## src/sv/hjs_pkg.sv

```systemverilog
// ============================================================================
// hjs_pkg
// Shared types and constants of the heat Jacobi stencil sweep unit.
// ============================================================================
package hjs_pkg;

	// Grid size default: rows and columns run from 0 to GRID_LAST_DEF
	localparam int GRID_LAST_DEF = 63;

	// Field widths
	localparam int FUNC_W  = 2;
	localparam int COORD_W = 6;
	localparam int TEMP_W  = 32;
	localparam int COEF_W  = 18;
	localparam int RES_W   = 64;
	localparam int CNT_W   = 17;

	// Configuration port
	localparam int CFG_IDX_W  = 3;
	localparam int CFG_DATA_W = 64;

	// Shared multiplier operand and product widths
	localparam int MUL_IN_W  = 34;
	localparam int MUL_OUT_W = 2 * MUL_IN_W;

	// Function codes of an input transaction
	localparam logic [FUNC_W-1:0] FN_WRITE = 2'd0;
	localparam logic [FUNC_W-1:0] FN_SWEEP = 2'd1;
	localparam logic [FUNC_W-1:0] FN_READ  = 2'd2;

	// Configuration register indexes
	localparam logic [CFG_IDX_W-1:0] REG_ALPHA  = 3'd0;
	localparam logic [CFG_IDX_W-1:0] REG_BETA   = 3'd1;
	localparam logic [CFG_IDX_W-1:0] REG_SOURCE = 3'd2;
	localparam logic [CFG_IDX_W-1:0] REG_LIMIT  = 3'd3;
	localparam logic [CFG_IDX_W-1:0] REG_MAXSW  = 3'd4;

	// Register reset values
	localparam logic [COEF_W-1:0] ALPHA_RST  = 18'd0;
	localparam logic [COEF_W-1:0] BETA_RST   = 18'd16384;
	localparam logic [TEMP_W-1:0] SOURCE_RST = 32'd82;
	localparam logic [RES_W-1:0]  LIMIT_RST  = 64'd0;
	localparam logic [CNT_W-1:0]  MAXSW_RST  = 17'd100000;

	// Sweep counter saturates here
	localparam logic [CNT_W-1:0] COUNT_MAX = 17'h1FFFF;

	// Shared multiplier operations
	typedef enum logic [1:0] {
		OP_SELF,   // alpha * center cell
		OP_NEIGH,  // beta * neighbor sum
		OP_SQ      // change squared
	} alu_op_t;

	typedef struct packed {
		logic    en;
		alu_op_t op;
	} alu_ctl_t;

endpackage

```

## src/sv/hjs_alu.sv

```systemverilog
// ============================================================================
// hjs_alu
// Shared signed multiplier with operand selection and a registered product.
// ============================================================================
module hjs_alu (
	input  logic                                    clk,
	input  hjs_pkg::alu_ctl_t                       ctl,
	input  logic signed [hjs_pkg::TEMP_W-1:0]       cell_val,
	input  logic signed [hjs_pkg::MUL_IN_W-1:0]     nsum,
	input  logic signed [hjs_pkg::TEMP_W:0]         diff,
	input  logic signed [hjs_pkg::COEF_W-1:0]       alpha,
	input  logic signed [hjs_pkg::COEF_W-1:0]       beta,
	output logic signed [hjs_pkg::MUL_OUT_W-1:0]    prod
);

	localparam int CPAD = hjs_pkg::MUL_IN_W - hjs_pkg::TEMP_W;
	localparam int KPAD = hjs_pkg::MUL_IN_W - hjs_pkg::COEF_W;
	localparam int DPAD = hjs_pkg::MUL_IN_W - hjs_pkg::TEMP_W - 1;

	logic signed [hjs_pkg::MUL_IN_W-1:0] op_a;
	logic signed [hjs_pkg::MUL_IN_W-1:0] op_b;

	// Operand select
	always_comb begin
		case (ctl.op)
			hjs_pkg::OP_NEIGH: begin
				op_a = nsum;
				op_b = {{KPAD{beta[hjs_pkg::COEF_W-1]}}, beta};
			end
			hjs_pkg::OP_SQ: begin
				op_a = {{DPAD{diff[hjs_pkg::TEMP_W]}}, diff};
				op_b = {{DPAD{diff[hjs_pkg::TEMP_W]}}, diff};
			end
			default: begin
				op_a = {{CPAD{cell_val[hjs_pkg::TEMP_W-1]}}, cell_val};
				op_b = {{KPAD{alpha[hjs_pkg::COEF_W-1]}}, alpha};
			end
		endcase
	end

	// Product register
	always_ff @(posedge clk) begin
		if (ctl.en) begin
			prod <= op_a * op_b;
		end
	end

endmodule

```

## config.mk

```make
export PLATFORM = sky130hd
export DESIGN_NAME = hjs_alu
export DESIGN_NICKNAME = d
export VERILOG_FILES = /design/src/sv/hjs_pkg.sv /design/src/sv/hjs_alu.sv
export SDC_FILE = /design/constraint.sdc
export NUM_CORES = 2
export LEC_CHECK = 0
export BUFFER_PORTS_ARGS = -buffer_cell sky130_fd_sc_hd__buf_4
export CAP_MARGIN = 20
export CORE_MARGIN = 2
export CORE_UTILIZATION = 44
export CTS_CLUSTER_DIAMETER = 150
export CTS_CLUSTER_SIZE = 40
export DETAILED_ROUTE_END_ITERATION = 16
export PLACE_DENSITY = 0.6
export SYNTH_ARGS = -nofsm -noshare
export SYNTH_HDL_FRONTEND = slang
export SYNTH_SLANG_ARGS = --single-unit
```

## constraint.sdc

```tcl
create_clock -name clk -period 9.67 [get_ports clk]
set_clock_uncertainty 0.15 [all_clocks]
set_input_delay 0 -clock clk [delete_from_list [all_inputs] [get_ports clk]]
set_output_delay 0 -clock clk [all_outputs]
set_load 0.05 [all_outputs]
```

### Word-level counts from Yosys, hierarchy flattened

Cells that the tools add are included.
W data, S select, Z words.

* word-level logic and storage cells: 6
* output and inout port bits: 68
* memory bits (read-only): 0
* memories: 0
* bits in writable memories: 0
* bits in latches: 0
* bits in registers: 68

* magnitude comparators: 0
* muxes and demuxes: 2
* shifts and indexed selects: 0
* reduce and logical (&&, ||, !) cells: 0
* multiply operators: 1
* $add $sub $neg: 0
* equality and inequality tests: 2
* div/mod/pow operators: 0
* bitwise logic cells: 0

Operators with widths (number)
* $pmux W34 S2: 2
* $mul A34 B34 Y68: 1
* $eq A2 B1 Y1 const B: 1
* $eq A2 B2 Y1 const B: 1

### Logic depth before layout (Yosys ltp)

* word-level depth: 3
* depth in mapped cells: 38
* mapped depth without buffers: 35

### Worst setup path before layout

No wires, ideal clock.

* path kind: input to register
* start: input ctl[0] in the netlist's numbering
* end: register prod[64] in the netlist's numbering, data pin
* slack: 0.539 ns
* cell stages on the path: 31
* arrival time: 8.832 ns
* data required time: 9.371 ns
* library setup time: 0.149 ns
* path buffers: 5
* path through: inv_1 -> ha_1 -> clkbuf_1 -> clkbuf_1 -> clkbuf_1 -> nor2_1 -> a21oi_1 -> clkbuf_1 -> nor2_1 -> fa_1 -> fa_1 -> fa_1 -> fa_1 -> inv_1 -> fa_1 -> fa_1 -> inv_1 -> fa_1 -> fa_1 -> ha_1 -> buf_1 -> a21oi_1 -> o21ai_0 -> a21o_1 -> a21o_1 -> a21oi_1 -> o21bai_1 -> a31oi_1 -> or3_1 -> mux2_2 -> nor3b_2

* cells in the longest elaborated chain, start to end: 3
* elaborated cells between the ends (all ways): 5

Ends and longest elaborated chain
* start: declaration: RTL line hjs_alu.sv:7 `input hjs_pkg::alu_ctl_t ctl,`
* $eq A2 B2 Y1 / $eq A2 B1 Y1 (equally long branches): RTL line hjs_alu.sv:25 `case (ctl.op)`
* $pmux W34 S2: RTL line hjs_alu.sv:25
* $mul A34 B34 Y68 *: RTL line hjs_alu.sv:44 `prod <= op_a * op_b;`
* end signal: assignment: RTL line hjs_alu.sv:44
* end: declaration: RTL line hjs_alu.sv:13 `output logic signed [hjs_pkg::MUL_OUT_W-1:0] prod`

Every way passes the cells marked *; elsewhere a longest branch is shown, timed or not.
A chain may end at the register's enable or synchronous reset.

### Final worst setup path

* start: input ctl[0] in the netlist's numbering
* end: register prod[67] in the netlist's numbering, data pin

The elaborated chain is that of the path after synthesis.

==> run metrics <==
DP Wirelength 129000 um; Root Buffer clkbuf_16; GPL Wtd Cong 1.00; CP arrival 9.14 ns; largest reg by FF count prod; Worst-Margin Slew 0.776 ns; Die X 318 um; initial drt markers 2481; clock slew at reported path FFs 0.08 ns; Slew headroom 48.3%; GRT busiest layer met2; vias in the first global route 37271; cell area after synthesis 0.0434 mm2; number of distinct library cells after synthesis 61; largest net degree at the start of global routing 66; Worst Setup End Kind flop; Fillers 9351; Setup CP Type in2reg; critical-path maximum fanout 31; TritonCTS clock tree yes; Crit path depth 35; syn_nets 6391; Setup WS pre-CTS -0.281 ns; met3 GRT Util 5.85%; Detailed Route WL 151000 um; max FFs per register 68; final net count 6652; GR Util met1 37.2%; All-Layer GR Usage 30.9%; Multi-input gate area 0.0360 mm2; Post-CTS Setup Inserts 0; # setup viols final 0; Worst path max stage delay 0.56 ns; total CTS buffers 9; worst hold-check path type in2reg; via count 33968; DRT antenna net count 0; Post-Syn Instances 4805; H-tree levels 3; max frequency 0.109 GHz; Seq/Total Area, Yosys 4.70%; min Tclk post-route 9.14 ns; first-pass GRT wire length 231000 um; Area Growth Syn to Fin 12.8%; Reg area 0.00204 mm2; WP data required 9.67 ns; Min-Delay Path Depth 4; Main synth FF type edfxtp_1; Critical-path top delay cell o21a_1; DIE AREA 0.101 mm2; Top Ports 207; Most common cell on crit path fa_1; Regs by FF count prod: 68 flops; max_cap viols 0; CP bufs+invs 11; #FFs+latches synth 68; RSZ-0062 raised after global routing no; Slew Viols, Final 0; buffers added on ports 206; Initial Util 44.3%; Ys Warns 0; drt pass-1 iters 8; CP startpoint kind input port; initial antenna violation count 1; Final Cycle Share 94.5%; DRC Markers 0; core box area 0.0981 mm2; GRT overflow 0; asr flop ratio synth 0%; Final Util 49.9%; status completed; cell family with most CP delay adder cells; Hold Fails Final Rpt 0; global-route met2 utilization 51.6%; ant diodes 0; die height 318 um; share of cells above drive strength 1 10.7%; drt wl/cell 23.7 um; # rows 115; hold slack 0.144 ns; TNS Setup 0 ns; EDFF count, synth 68; # clock sinks 68; synthesized area per cell 9.04 um2; Worst Slack Setup Final 0.531 ns; post-DR vias/cell 5.34; Max Root-Sink Buffers 2
[area by class of cell]
cell class	count	area share, %
timing repair buffer	490	9.02
tap	1287	3.29
clock buffer	9	0.460
multi-input combinational	3280	73.6
clock inverter	7	0.151
inverter	1217	9.33
sequential	68	4.17
[layout by cell type (no fill, tap or decap), types with 3 or more instances in the layout]
master,instances
or3_1,3
a211oi_2,3
nor3_1,4
xnor2_1,55
o21ai_1,37
buf_12,59
o21bai_1,11
o21ai_2,4
a22oi_1,48
a21boi_0,6
o21a_1,48
buf_4,430
a21o_1,36
nand4_1,10
inv_1,1216
ha_1,203
o21ai_0,37
clkbuf_16,9
a21oi_1,81
a21oi_2,13
nand3_1,12
and2_1,12
nand2_1,656
nor2_1,654
nand2b_1,9
xor2_1,23
nor2b_1,11
edfxtp_1,68
a31oi_1,4
fa_1,1242
a211oi_1,6
a21oi_4,3
clkinvlp_4,3
and3_2,3
and3_1,8
[synthesized netlist by cell type (all sizes together), types with 11 or more instances]
cell type  count  share of area (%)
o21ai         78               0.91
inv         1216                 11
a22oi         48               0.83
a21o          37               0.64
ha           205                5.9
clkbuf       217                1.9
buf           23               0.20
edfxtp        68                4.7
nand2        656                5.7
a21oi         97                1.1
and2          12               0.17
nand3         12               0.14
o21a          48               0.83
xor2          23               0.46
o21bai        11               0.19
xnor2         55                1.1
fa          1242                 57
and3          11               0.17
nor2         654                5.7
nor2b         11               0.16
[path summary, 6_finish.rpt]
| check | end | slack (ns) | from |
|---|---|---|---|
| max | prod[67]$_DFFE_PP_ | 0.53 | ctl[0] |
| min | prod[0]$_DFFE_PP_ | 0.14 | alpha[0] |
[per-stage QoR]
stage / cells / instance area, um2
final: 6358 / 49000
after global placement: 6340 / 48700
after floorplan: 4805 / 43400
after detailed placement: 6340 / 48700
after CTS: 6357 / 49000
after global routing: 6358 / 49000
[tightest hold or removal path, cell delays in order]
cell and delay [ns]:
buf_4 0.09, a21oi_4 0.12, buf_12 0.19, nor2_1 0.14
[logic make-up after synthesis]
family,count (synthesis),share of synthesized area [%]
buf+inv,1457,12.6
compound gates,360,5.40
fa+ha+maj,1447,63.1
xor+xnor,78,1.57
flops,68,4.70
mux,1,0.0259
simple gates,1394,12.6
[timing repair]
action,4_1_cts,5_1_grt
resized for setup,0,3
endpoints found under the hold margin,24,0
setup endpoints to repair,0,6
hold buffers,1,0
[metal layers]
metal / share of wire (%) / routed length (um)
met1: 36 / 54600
met5: 0.0073 / 11
met2: 49 / 73400
met3: 7.7 / 11700
met4: 7.5 / 11200
Power is left out: the tool's default activity adds up to more than one toggle a clock period on the data nets, which glitch-free logic cannot reach.
